===== config.mk =====
export PLATFORM = sky130hd
export DESIGN_NAME = rtc_serial_port_fsm_unit
export DESIGN_NICKNAME = d
export VERILOG_FILES = /design/src/rtl/core/rtcsp_pkg.sv /design/src/rtl/core/rtc_serial_port_fsm_unit.sv /design/src/rtl/core/rtcsp_datetime.sv
export SDC_FILE = /design/constraint.sdc
export NUM_CORES = 1
export LEC_CHECK = 0
export BUFFER_PORTS_ARGS = -buffer_cell sky130_fd_sc_hd__buf_4
export CAP_MARGIN = 25
export CORE_MARGIN = 1.5
export CORE_UTILIZATION = 55
export DETAILED_ROUTE_END_ITERATION = 8
export PLACE_DENSITY = 0.79
export SLEW_MARGIN = 0
export SYNTH_ARGS = -nofsm -noshare
export SYNTH_HDL_FRONTEND = slang
export SYNTH_SLANG_ARGS = --single-unit

===== constraint.sdc =====
create_clock -name clk -period 13.3 [get_ports clk]
set_input_delay 0.665 -clock clk [delete_from_list [all_inputs] [get_ports clk]]
set_output_delay 0.665 -clock clk [all_outputs]
set_load 0.005 [all_outputs]

===== src/rtl/core/rtcsp_pkg.sv =====
// Shared types, codes and helpers for the three-wire serial RTC port.
// No dependencies; used by every RTL file of the block.
package rtcsp_pkg;

  // Phase codes of the port state machine.
  localparam logic [2:0] PH_READY = 3'd0;
  localparam logic [2:0] PH_CMD1  = 3'd1;
  localparam logic [2:0] PH_CMD2  = 3'd2;
  localparam logic [2:0] PH_READ  = 3'd3;
  localparam logic [2:0] PH_WRITE = 3'd4;

  // Register select codes carried in the command byte.
  localparam logic [2:0] REG_DATETIME = 3'd2;
  localparam logic [2:0] REG_STATUS2  = 3'd4;

  // Port access kinds.
  localparam logic ACC_READ  = 1'b0;
  localparam logic ACC_WRITE = 1'b1;

  // High nibble that marks a command byte sent in reversed bit order.
  localparam logic [3:0] CMD_FLIP_NIBBLE = 4'd6;

  localparam int unsigned CMD_BITS  = 8;
  localparam int unsigned WORD_BITS = 56;
  localparam int unsigned IN_DATA_W  = 48;
  localparam int unsigned OUT_DATA_W = 8;
  localparam logic [7:0] YEAR_BASE = 8'd100;

  // Current time sample handed to the date/time word builder.
  typedef struct packed {
    logic [7:0] year;
    logic [3:0] month;
    logic [4:0] day;
    logic [2:0] weekday;
    logic [4:0] hours;
    logic [5:0] minutes;
    logic [5:0] seconds;
  } rtcsp_time_t;

  // Two-digit BCD of a value saturated at 99. The tens digit comes from a
  // reciprocal multiply (205/2048), exact for every value up to 99.
  function automatic logic [7:0] bcd8(input logic [7:0] v);
    logic [6:0]  sat;
    logic [14:0] prod;
    logic [3:0]  tens;
    logic [6:0]  rem;
    sat  = (v > 8'd99) ? 7'd99 : v[6:0];
    prod = 15'(sat) * 15'd205;
    tens = prod[14:11];
    rem  = sat - 7'(7'(tens) * 7'd10);
    return {tens, rem[3:0]};
  endfunction

  // Full bit reversal of a command byte.
  function automatic logic [7:0] flip8(input logic [7:0] b);
    logic [7:0] r;
    for (int i = 0; i < 8; i++) begin
      r[i] = b[7 - i];
    end
    return r;
  endfunction

endpackage


===== src/rtl/core/rtc_serial_port_fsm_unit.sv =====
// Top level of the three-wire serial RTC port: input register, port state
// machine and result register. Depends on rtcsp_pkg and rtcsp_datetime.
//
//  Channel | Dir | tdata (low bit up)                               | tuser
//  --------+-----+--------------------------------------------------+-------------
//  in_     | in  | pin_value, write_mask, now_seconds, now_minutes,  | cmd
//          |     | now_hours, now_weekday, now_day, now_month,       |
//          |     | now_year, 3 zero bits                             |
//  out_    | out | port_read, 4 zero bits                            | error
//
// Every beat is one port access and yields one result beat. The access sits in
// the input register and is then resolved into the result register, from which
// the result is taken. One beat per cycle while the result side is not stalled:
// the state machine only needs the state left by the last access.
// in_tready drops only while a result waits and the input register is full.
// Reset (synchronous, active low) returns to READY with cleared shifts and latch.
module rtc_serial_port_fsm_unit (
  input  logic                               clk,
  input  logic                               rst_n,
  input  logic                               in_tvalid,
  output logic                               in_tready,
  // pin_value[3:0], write_mask[7:4], now_seconds[13:8], now_minutes[19:14],
  // now_hours[24:20], now_weekday[27:25], now_day[32:28], now_month[36:33],
  // now_year[44:37], zero pad [47:45]
  input  logic [rtcsp_pkg::IN_DATA_W-1:0]    in_tdata,
  // cmd[0]
  input  logic                               in_tuser,
  output logic                               out_tvalid,
  input  logic                               out_tready,
  // port_read[3:0], zero pad [7:4]
  output logic [rtcsp_pkg::OUT_DATA_W-1:0]   out_tdata,
  // error[0]
  output logic                               out_tuser
);

  // Input register.
  logic                      in_valid_r;
  logic                      in_cmd_r;
  logic [3:0]                in_pins_r;
  logic [3:0]                in_mask_r;
  rtcsp_pkg::rtcsp_time_t    in_time_r;

  // Port state.
  logic [2:0]                phase_r, phase_nxt;
  logic [7:0]                cmd_shift_r, cmd_shift_nxt;
  logic [3:0]                bit_cnt_r, bit_cnt_nxt;
  logic [rtcsp_pkg::WORD_BITS-1:0] rd_shift_r, rd_shift_nxt;
  logic [3:0]                latch_r, latch_nxt;

  // Result register.
  logic                      out_valid_r;
  logic [3:0]                out_port_r;
  logic                      out_err_r;

  logic                      advance;
  logic                      fire;
  logic                      err;
  logic                      sck, sio, cs;
  logic [3:0]                latch_mid;
  logic [7:0]                cmd_ins;
  logic [7:0]                cmd_dec;
  logic [3:0]                cnt_inc;
  logic [rtcsp_pkg::WORD_BITS-1:0] dt_word;

  // The stage moves whenever the result register is free or being emptied.
  assign advance   = !out_valid_r || out_tready;
  assign fire      = in_valid_r && advance;
  assign in_tready = !in_valid_r || advance;

  assign sck = in_pins_r[0];
  assign sio = in_pins_r[1];
  assign cs  = in_pins_r[2];

  rtcsp_datetime u_datetime (
    .now  (in_time_r),
    .word (dt_word)
  );

  always_comb begin
    phase_nxt     = phase_r;
    cmd_shift_nxt = cmd_shift_r;
    bit_cnt_nxt   = bit_cnt_r;
    rd_shift_nxt  = rd_shift_r;
    latch_mid     = latch_r;
    err           = 1'b0;

    // Incoming SIO bit placed at the current command bit position.
    cmd_ins = cmd_shift_r;
    cmd_ins[bit_cnt_r[2:0]] = sio;
    cnt_inc = bit_cnt_r + 4'd1;
    // A command byte with the flip marker in its high nibble arrived reversed.
    cmd_dec = (cmd_ins[7:4] == rtcsp_pkg::CMD_FLIP_NIBBLE) ? rtcsp_pkg::flip8(cmd_ins)
                                                           : cmd_ins;

    if (in_cmd_r == rtcsp_pkg::ACC_WRITE) begin
      case (phase_r)
        rtcsp_pkg::PH_READY: begin
          // Start condition: chip select low with the clock high.
          if (!cs && sck) begin
            cmd_shift_nxt = 8'd0;
            bit_cnt_nxt   = 4'd0;
            phase_nxt     = rtcsp_pkg::PH_CMD1;
          end else begin
            err = 1'b1;
          end
        end
        rtcsp_pkg::PH_CMD1: begin
          if (cs && sck) begin
            phase_nxt = rtcsp_pkg::PH_CMD2;
          end else begin
            err = 1'b1;
          end
        end
        rtcsp_pkg::PH_CMD2: begin
          if (!cs) begin
            err = 1'b1;
          end else if (!sck) begin
            cmd_shift_nxt = cmd_ins;
          end else if (cnt_inc != 4'(rtcsp_pkg::CMD_BITS)) begin
            cmd_shift_nxt = cmd_ins;
            bit_cnt_nxt   = cnt_inc;
          end else begin
            // Last command bit: decode the register select. An unknown
            // register leaves the phase, shifts and bit count untouched.
            if (cmd_dec[6:4] == rtcsp_pkg::REG_DATETIME) begin
              rd_shift_nxt = dt_word;
            end else if (cmd_dec[6:4] == rtcsp_pkg::REG_STATUS2) begin
              rd_shift_nxt = '0;
            end else begin
              err = 1'b1;
            end
            if (!err) begin
              cmd_shift_nxt = cmd_dec;
              bit_cnt_nxt   = 4'(rtcsp_pkg::CMD_BITS);
              phase_nxt     = cmd_dec[7] ? rtcsp_pkg::PH_READ : rtcsp_pkg::PH_WRITE;
            end
          end
        end
        rtcsp_pkg::PH_READ: begin
          // Data goes out on a rising SCK: only when the latched clock was low.
          if (cs && sck) begin
            if (!latch_r[0]) begin
              latch_mid[1] = rd_shift_r[0];
              rd_shift_nxt = rd_shift_r >> 1;
            end
          end else if (!cs) begin
            phase_nxt = rtcsp_pkg::PH_READY;
          end
        end
        default: begin
          // The write phase and unused codes reject every pin write.
          err = 1'b1;
        end
      endcase
      // The pins are latched on every write, error or not.
      latch_nxt = (latch_mid & ~in_mask_r) | in_pins_r;
    end else begin
      latch_nxt = latch_r;
    end
  end

  always_ff @(posedge clk) begin
    if (!rst_n) begin
      in_valid_r <= 1'b0;
    end else if (in_tready) begin
      in_valid_r <= in_tvalid;
    end
  end

  always_ff @(posedge clk) begin
    if (in_tvalid && in_tready) begin
      in_cmd_r  <= in_tuser;
      in_pins_r <= in_tdata[3:0];
      in_mask_r <= in_tdata[7:4];
      in_time_r <= '{year:    in_tdata[44:37],
                     month:   in_tdata[36:33],
                     day:     in_tdata[32:28],
                     weekday: in_tdata[27:25],
                     hours:   in_tdata[24:20],
                     minutes: in_tdata[19:14],
                     seconds: in_tdata[13:8]};
    end
  end

  always_ff @(posedge clk) begin
    if (!rst_n) begin
      phase_r     <= rtcsp_pkg::PH_READY;
      cmd_shift_r <= 8'd0;
      bit_cnt_r   <= 4'd0;
      rd_shift_r  <= '0;
      latch_r     <= 4'd0;
    end else if (fire) begin
      phase_r     <= phase_nxt;
      cmd_shift_r <= cmd_shift_nxt;
      bit_cnt_r   <= bit_cnt_nxt;
      rd_shift_r  <= rd_shift_nxt;
      latch_r     <= latch_nxt;
    end
  end

  always_ff @(posedge clk) begin
    if (!rst_n) begin
      out_valid_r <= 1'b0;
    end else if (advance) begin
      out_valid_r <= in_valid_r;
    end
  end

  always_ff @(posedge clk) begin
    if (fire) begin
      out_port_r <= latch_nxt;
      out_err_r  <= err;
    end
  end

  assign out_tvalid = out_valid_r;
  assign out_tdata  = {4'd0, out_port_r};
  assign out_tuser  = out_err_r;

endmodule


===== src/rtl/core/rtcsp_datetime.sv =====
// Builds the 56-bit BCD date/time word from a binary time sample.
// Depends on rtcsp_pkg (time struct, BCD helper).
module rtcsp_datetime (
  input  rtcsp_pkg::rtcsp_time_t                  now,
  output logic [rtcsp_pkg::WORD_BITS-1:0]         word
);

  logic [4:0] month_one;
  logic [7:0] year_off;

  // Month is sent from one; the year is sent as years past the century base.
  assign month_one = 5'(now.month) + 5'd1;
  assign year_off  = (now.year < rtcsp_pkg::YEAR_BASE) ? 8'd0
                                                       : now.year - rtcsp_pkg::YEAR_BASE;

  // Seconds in the top byte, year in the bottom byte so it shifts out first.
  assign word = {rtcsp_pkg::bcd8(8'(now.seconds)),
                 rtcsp_pkg::bcd8(8'(now.minutes)),
                 rtcsp_pkg::bcd8(8'(now.hours)),
                 rtcsp_pkg::bcd8(8'(now.weekday)),
                 rtcsp_pkg::bcd8(8'(now.day)),
                 rtcsp_pkg::bcd8(8'(month_one)),
                 rtcsp_pkg::bcd8(year_off)};

endmodule


Yosys cells after proc, flatten, opt, wreduce, memory -nomap -nowiden

Cells that the tools add are included.

Register bits: 128
Input port bits: 53
Word-level logic and storage cells: 139

Add/subtract/negate cells: 9
Multiply operators: 12
Magnitude comparators: 4
Equal/unequal tests: 20
Multiplexer cells: 54
Bitwise operators: 3
Reductions and logical operators: 18

Operators with widths:

| operator             | count |
|---|---|
| $mux 56              | 7 |
| $pmux 56 s2          | 1 |
| $mux 8               | 7 |
| $mul 5x8->13 const B | 3 |
| $mul 6x8->14 const B | 2 |
| $mux 3               | 9 |
| $mux 4               | 6 |
| $sub 4x4->4          | 6 |
| $ne 2x2->1 const B   | 10 |
| $mux 1               | 17 |
| $pmux 8 s2           | 1 |
| $mul 7x8->15 const B | 1 |
| $pmux 3 s4           | 1 |
| $reduce_and 11->1    | 1 |
| $eq 3x2->1 const B   | 3 |
| $mul 2x3->3 const B  | 3 |
| $reduce_and 9->1     | 1 |
| $bwmux 8             | 1 |
| $gt 8x7->1 const B   | 1 |
| $lt 8x7->1 const B   | 1 |
| $ne 4x4->1 const B   | 2 |
| $pmux 4 s2           | 1 |
| $sub 8x7->8 const B  | 1 |
| $mux 7               | 1 |
| 23 further kinds     | 33 |

Longest topological paths before layout

Gate-level depths: netlist (run 1).

Depth in word-level cells: 20
Gate-level depth with buffers: 29
Gate-level depth less buffers: 28

Cells and area by module

Synthesis (run 1) repeated with hierarchy kept, for this count alone.

Cells, all modules: 1,221
Area, all modules: 11,030.6 sq um

Modules (own cells, without submodules):

| module                   | times used | cells an instance | area an instance (sq um) | sequential area each (sq um) |
|---|---|---|---|---|
| rtc_serial_port_fsm_unit | 1          | 726               | 6,617.6                  | 3,072.9 |
| rtcsp_datetime           | 1          | 495               | 4,413.0                  | 0.0 |

Worst setup path after synthesis (run 1)

Ideal clock, no wire load.

Kind: register to register
Start: register in_time_r[31] (netlist name)
End: register rd_shift_r[3] (netlist name)
Arrival time: 5.977 ns
Required time: 13.226 ns
Slack: 7.249 ns
Stages on the path, launching flop included: 29
Period minus slack after synthesis: 6.051 ns
Cells stage by stage: edfxtp_1 > inv_1 > ha_1 > nand2_1 > a211oi_1 > o31ai_1 > mux2i_1 > o21a_1 > nand2_1 > ha_1 > inv_1 > fa_1 > inv_1 > ha_1 > inv_1 > fa_1 > inv_1 > ha_1 > a21o_1 > a21oi_1 > nor2_1 > a311o_1 > xor2_1 > ha_1 > fa_1 > xnor2_1 > o21a_1 > or4_1 > a31oi_1

Longest elaborated chain between the ends: 12
Elaborated cells between the ends (all ways): 13
Those cells by class: add/sub (2); mul (2); order compare (2); mux (7)

Ends and longest elaborated chain:

| element                                          | RTL line                                   | source |
|---|---|---|
| from (decl)                                      | rtc_serial_port_fsm_unit.sv:41             | `rtcsp_pkg::rtcsp_time_t in_time_r;` |
| from (signal assigned)                           | rtc_serial_port_fsm_unit.sv:175            | `in_time_r <= '{year: in_tdata[44:37],` |
| $sub 8x7->8 / $lt 8x7->1 (equally long branches) | rtcsp_datetime.sv:14, rtcsp_datetime.sv:13 |  |
| $mux 8 (*)                                       | rtcsp_datetime.sv:13                       | `assign year_off = (now.year < rtcsp_pkg::YEAR_BASE) ? 8'd0` |
| $gt 8x7->1                                       | rtcsp_pkg.sv:47                            | `sat = (v > 8'd99) ? 7'd99 : v[6:0];` |
| $mux 7 (*)                                       | rtcsp_pkg.sv:47                            |  |
| $mul 7x8->15                                     | rtcsp_pkg.sv:48                            | `prod = 15'(sat) * 15'd205;` |
| $mul 4x3->3                                      | rtcsp_pkg.sv:50                            | `rem = sat - 7'(7'(tens) * 7'd10);` |
| $sub 4x4->4 (*)                                  | rtcsp_pkg.sv:50                            |  |
| $mux 56 (*)                                      | rtc_serial_port_fsm_unit.sv:125            | `if (cmd_dec[6:4] == rtcsp_pkg::REG_DATETIME) begin` |
| $mux 56 (*)                                      | rtc_serial_port_fsm_unit.sv:119            | `end else if (cnt_inc != 4'(rtcsp_pkg::CMD_BITS)) begin` |
| $mux 56 (*)                                      | rtc_serial_port_fsm_unit.sv:117            | `end else if (!sck) begin` |
| $mux 56 (*)                                      | rtc_serial_port_fsm_unit.sv:115            | `if (!cs) begin` |
| $pmux 56 s2 (*)                                  | rtc_serial_port_fsm_unit.sv:96             | `case (phase_r)` |
| to (signal assigned)                             | rtc_serial_port_fsm_unit.sv:196            | `rd_shift_r <= rd_shift_nxt;` |
| to (decl)                                        | rtc_serial_port_fsm_unit.sv:47             | `logic [rtcsp_pkg::WORD_BITS-1:0] rd_shift_r, rd_shift_nxt;` |

Every way passes the cells marked *; elsewhere a longest branch is shown, timed or not. The select of a mux whose other input is x is not followed.
A chain may end at the register's enable or synchronous reset.

Final worst setup path (run 1)

Ends and elaborated chain as after synthesis.

==> results.ini, run 1 <==
[outcome]
status = completed

[power]
p_per_area_nw_per_um2 = 115
total_power_uw = 1230
p_leak_uw = 0.00502
ir_drop_v = 0.000165

[job]
cap_violations = 0

[critical_path]
r2r_slack_ns = 6.63
cp_slowest_cell = fa_1
worst_r2r_endpoint = rd_shift_r[3]$_SDFFE_PN0P_
critPathMaxStageDelay_ns = 0.53
critPathKind = reg -> reg
r2r-start = in_time_r[31]$_DFFE_PP_
startpoint_type = flip-flop
required_ns = 13.64
crit_path_max_fanout = 10
ff2ff_path_depth = 28
endpoint_kind = flip-flop
cp_data_arrival_time_ns = 7.01

[logic_synthesis]
yosysMostFrequentCell = ha_1
synth_edf_count = 51
seq_area_frac_synth = 0.319
synth-compound-area-share = 0.164
synthTopCellsByCount = 155 x ha_1, 113 x inv_1, 76 x dfxtp_1
yosys.area_share.simple = 0.122
synth-xor-area-share = 0.0347
synth_top_cell_area_share = 0.202
synth_cell_types = 69
ys_ff_latch = 127
synthCells = 979
syn_area_per_cell_um2 = 9.78
ys.flop_type = dfxtp_1
yosys_warnings = 0
synthArstFlopShare = 0
synthTopCellsByArea = ha_1 20%, edfxtp_1 16%, dfxtp_1 16%
synth_top_family_by_area = adder cells
synthAdderAreaFrac = 0.269
syn-cell-area_um2 = 9580
yosys.area.top_type = ha_1
muxShareOfSynthArea = 0.0212

[placement]
io_buffer_count = 56
dp.cells = 1219
hpwl_um = 12600
place_congestion = 0.857

[floorplan]
io_pins = 64
dieArea_um2 = 18200
die_x_um = 135
fp-row-count = 48
die_h_um = 135
initial_core_util = 0.558
fp.coreArea_um2 = 17200

[grt]
grt_pass1_vias = 6902
grt_max_degree = 84
grt_overflow = 0
grt_pass1_wl_um = 31300
grt_use_total = 0.212
antenna_found_initial = 0

[clocking]
clock_latency_ns = 0.42
cts_buffer_depth = 2
cts-root-buf = clkbuf_16
clkTransAtPathRegs_ns = 0.06
tritoncts = yes
post_cts_buffers = 0
ctsHoldBuffers = 0
clock-sinks = 127
ctsResizeCount = 0
ctsHtreeMaxLevel = 4
numCtsBuffers = 17

[finish]
diodes = 0
synthToLayoutAreaGrowth_pct = 12.1
nFillCells = 1420
drive_above_1_share = 0.112
final_nets = 1254
fin_cells = 1252

[timing]
setup_tns_ns = 0
report.final.slew_viol_count = 0
rsz0062_at_grt = false
finalCritPeriodShare = 0.502
worst_clock_skew_ns = 0.00930
worstMarginPinSlew_ns = 0.857
hold_viol = 0
slew_headroom = 0.421
fmax_mhz = 150
period_needed_ns = 6.67
setup_viol = 0

[route]
ant_nets = 0
vias = 7055
dr.pass1.iters = 5
totalWireLength_um = 18000
drt_drc_violations_left = 0
drt_first_iter_violations = 407
routed_via_density = 5.63
wl_per_cell_um = 14.3

[worst_hold_path]
whs_path_depth = 1
hp-start = in_tdata[12]
hp-class = in -> reg
hold_end = in_time_r[4]$_DFFE_PP_

[power breakdown]
part           internal, µW  switching (µW)  leakage (µW)
clock                   300             174      0.000288
sequential              417            11.2       0.00111
combinational           152             180       0.00363
[stage by stage]
step	setup slack (ns)	hold slack (ns)	cell area, µm²	util
after CTS	6.66	0.397	10700	0.624
after global placement	6.80	0.453	10100	0.587
final	6.63	0.416	10700	0.625
after global routing	6.07	0.396	10700	0.625
after floorplan	7.25	0.430	9590	-
after detailed placement	6.70	0.458	10100	0.588
[layout by cell type (no fill, tap or decap), types with 3 or more instances in the layout]
| cell type | count |
|---|---|
| or2_2 | 8 |
| clkinvlp_4 | 3 |
| buf_4 | 61 |
| or3_1 | 5 |
| nand2_1 | 61 |
| nor2_1 | 44 |
| xnor2_1 | 24 |
| a41o_1 | 5 |
| o21a_1 | 12 |
| o2111ai_1 | 4 |
| o21bai_1 | 6 |
| o211a_1 | 16 |
| mux2i_1 | 18 |
| a21boi_0 | 21 |
| ha_1 | 155 |
| nand2b_1 | 8 |
| nor4_1 | 4 |
| a211oi_1 | 6 |
| and2_1 | 6 |
| nor2b_1 | 19 |
| o21ai_0 | 34 |
| a221oi_1 | 20 |
| bufinv_16 | 3 |
| o211ai_1 | 17 |
| fa_1 | 32 |
| a21o_1 | 7 |
| clkbuf_16 | 17 |
| inv_1 | 113 |
| nand3_1 | 31 |
| edfxtp_1 | 51 |
| and3_1 | 3 |
| conb_1 | 4 |
| nor3_1 | 11 |
| nor3b_1 | 16 |
| a21oi_1 | 30 |
| xor2_1 | 14 |
| clkinv_4 | 3 |
| a31oi_1 | 6 |
| a22o_1 | 3 |
| dfxtp_1 | 76 |
[worst max-delay path: cells and delay by family, from the launching register on]
kind,cells,cell delay (ns)
adder cells (fa/ha/maj),8,2.86
XOR/XNOR,2,0.35
AND/OR/NAND/NOR,4,0.76
buffers and inverters,5,0.36
AO/OA/AOI/OAI,8,1.66
multiplexers,1,0.14
flip-flops,1,0.47
[per-layer routing]
metal | vias up | global-route usage | wire, µm
li1 | 3553 | - | -
met1 | 3382 | 0.267 | 8140
met2 | 110 | 0.368 | 9130
met3 | 10 | 0.0432 | 521
met4 | 0 | 0.0627 | 160
met5 | - | 0 | 0
[how the worst max path moves through the flow]
stage / start / cells after the start / endpoint / slack (ns)
global placement: in_time_r[31]$_DFFE_PP_ / 28 / rd_shift_r[3]$_SDFFE_PN0P_ / 6.80
CTS: in_time_r[31]$_DFFE_PP_ / 28 / rd_shift_r[3]$_SDFFE_PN0P_ / 6.66
finish: in_time_r[31]$_DFFE_PP_ / 28 / rd_shift_r[3]$_SDFFE_PN0P_ / 6.63
global route: in_time_r[31]$_DFFE_PP_ / 28 / rd_shift_r[3]$_SDFFE_PN0P_ / 6.07
detailed placement: in_time_r[31]$_DFFE_PP_ / 28 / rd_shift_r[3]$_SDFFE_PN0P_ / 6.70
floorplan: in_time_r[31]$_DFFE_PP_ / 28 / rd_shift_r[3]$_SDFFE_PN0P_ / 7.25
[layout make-up]
class	count	area, µm²	share of cell area
Inverter	113	424	0.0395
Multi-Input combinational cell	692	5870	0.547
Clock buffer	19	443	0.0412
Sequential cell	127	3050	0.284
Tap cell	225	282	0.0262
Clock inverter	13	164	0.0153
Timing Repair Buffer	63	505	0.0471
[cells by family after synthesis]
logic type / Yosys count
AO/OA/AOI/OAI: 214
XOR/XNOR: 38
adder cells (fa/ha/maj): 187
buffers and inverters: 163
flip-flops: 127
multiplexers: 20
other: 1
AND/OR/NAND/NOR: 229
[flip-flops by register name, indices dropped and copies added, names as in the netlist, 4 cells and up]
signal / count
in_mask_r: 4
in_pins_r: 4
cmd_shift_r: 8
rd_shift_r: 55
bit_cnt_r: 4
latch_r: 4
in_time_r: 37
out_port_r: 4
Note: power is estimated with default switching activity, not from simulation.
==> run 2, diff against run 1 <==
==> constraint.sdc (replaced) <==
create_clock -name clk -period 6.9 [get_ports clk]
set_input_delay 0.345 -clock clk [delete_from_list [all_inputs] [get_ports clk]]
set_output_delay 0.345 -clock clk [all_outputs]
set_load 0.005 [all_outputs]
==> results.ini, run 2 (synthesis gave the netlist of run 1 again) <==
[grt]
grt_overflow = 0
grt_use_total = 0.214
grt_pass1_wl_um = 31500
antenna_found_initial = 0
grt_max_degree = 84
grt_pass1_vias = 6977

[placement]
hpwl_um = 12900
dp.cells = 1219
io_buffer_count = 56
place_congestion = 0.872

[critical_path]
cp_data_arrival_time_ns = 6.90
cp_num_buf_inv = 5
cp_top_family = adder cells
startpoint_type = flip-flop
cp_common_cell = inv_1
cp_slowest_cell = fa_1
crit_path_max_fanout = 10
critPathMaxStageDelay_ns = 0.53
critPathKind = reg -> reg
required_ns = 7.25
endpoint_kind = flip-flop

[finish]
final_common_cell = ha_1
synthToLayoutAreaGrowth_pct = 11.8
largest_reg_flops = 55
multi_input_area_um2 = 5880
top_register = rd_shift_r
final_cell_mix = 154 x ha_1, 113 x inv_1, 76 x dfxtp_1, 62 x buf_4, 61 x nand2_1
drive_above_1_share = 0.115
regArea_um2 = 3050
nFillCells = 1430
fin_util = 0.624
diodes = 0
fin_cells = 1252
final_nets = 1254
reg_top3 = rd_shift_r x55, in_time_r x37, cmd_shift_r x8

[timing]
fmax_mhz = 153
slew_headroom = 0.372
setup_tns_ns = 0
worst_clock_skew_ns = 0.00880
finalCritPeriodShare = 0.949
rsz0062_at_grt = false
report.final.slew_viol_count = 0
hold_viol = 0
setup_viol = 0
period_needed_ns = 6.55
worstMarginPinSlew_ns = 0.929

[job]
cap_violations = 0

[floorplan]
die_x_um = 135
die_h_um = 135
fp-row-count = 48
io_pins = 64
dieArea_um2 = 18200
fp.coreArea_um2 = 17200
initial_core_util = 0.558

[clocking]
clock-sinks = 127
ctsHtreeMaxLevel = 4
cts_buffer_depth = 2
clkTransAtPathRegs_ns = 0.06
numCtsBuffers = 17
cts-root-buf = clkbuf_16
tritoncts = yes
clock_latency_ns = 0.42

[outcome]
status = completed

[worst_hold_path]
hp-class = in -> reg

[power]
p_leak_uw = 0.00502
ir_drop_v = 0.000204
p_per_area_nw_per_um2 = 221

[route]
drt_first_iter_violations = 395
ant_nets = 0
vias = 7063
routed_via_density = 5.64
dr.pass1.iters = 5
drt_drc_violations_left = 0
totalWireLength_um = 18100
wl_per_cell_um = 14.5

-- run 2: layout make-up --
cell class | count | area share
clock buffer | 18 | 0.0410
clock inverter | 14 | 0.0145
sequential | 127 | 0.285
timing repair buffer | 63 | 0.0448
inverter | 113 | 0.0396
multi-input combinational | 692 | 0.549
tap | 225 | 0.0263
-- run 2: what timing repair did --
| action | 4_1_cts | 5_1_grt |
|---|---|---|
| hold buffers | 0 | 0 |
| hold endpoints to repair | 0 | 0 |
| endpoints found under the setup margin | 0 | 1 |
| gates resized for setup | 0 | 3 |
| setup buffers | 0 | 0 |
-- run 2: report_power, final --
| group | internal (µW) | switching (µW) | total, µW |
|---|---|---|---|
| clock | 547 | 357 | 903 |
| sequential | 804 | 21.7 | 825 |
| combinational | 293 | 350 | 643 |
-- run 2: per-stage QoR --
stage	area (µm²)	setup slack, ns	total power (µW)	hold WS (ns)
after global placement	10100	0.446	1450	0.452
after global routing	10700	0.0452	2530	0.0814
after detailed placement	10100	0.288	1480	0.456
after CTS	10700	0.239	2390	0.0796
after floorplan	9590	0.849	1330	0.430
final	10700	0.353	2370	0.0935
-- run 2: final timing paths --
path                         startpoint                    endpoint  slack, ns  cells after the start
max             in_time_r[31]$_DFFE_PP_  rd_shift_r[3]$_SDFFE_PN0P_       0.35                     28
min                         in_tdata[2]      in_pins_r[2]$_DFFE_PP_       0.09                      1
max reg2reg     in_time_r[31]$_DFFE_PP_  rd_shift_r[3]$_SDFFE_PN0P_       0.35                     28
min reg2reg  rd_shift_r[8]$_SDFFE_PN0P_  rd_shift_r[7]$_SDFFE_PN0P_       0.46                      2
-- run 2: routing by layer --
metal | track usage | share of wire | vias up
met5 | 0 | 0 | -
met4 | 0.0896 | 0.024 | 0
met3 | 0.0360 | 0.033 | 35
met2 | 0.360 | 0.49 | 134
met1 | 0.272 | 0.45 | 3341
li1 | - | - | 3553
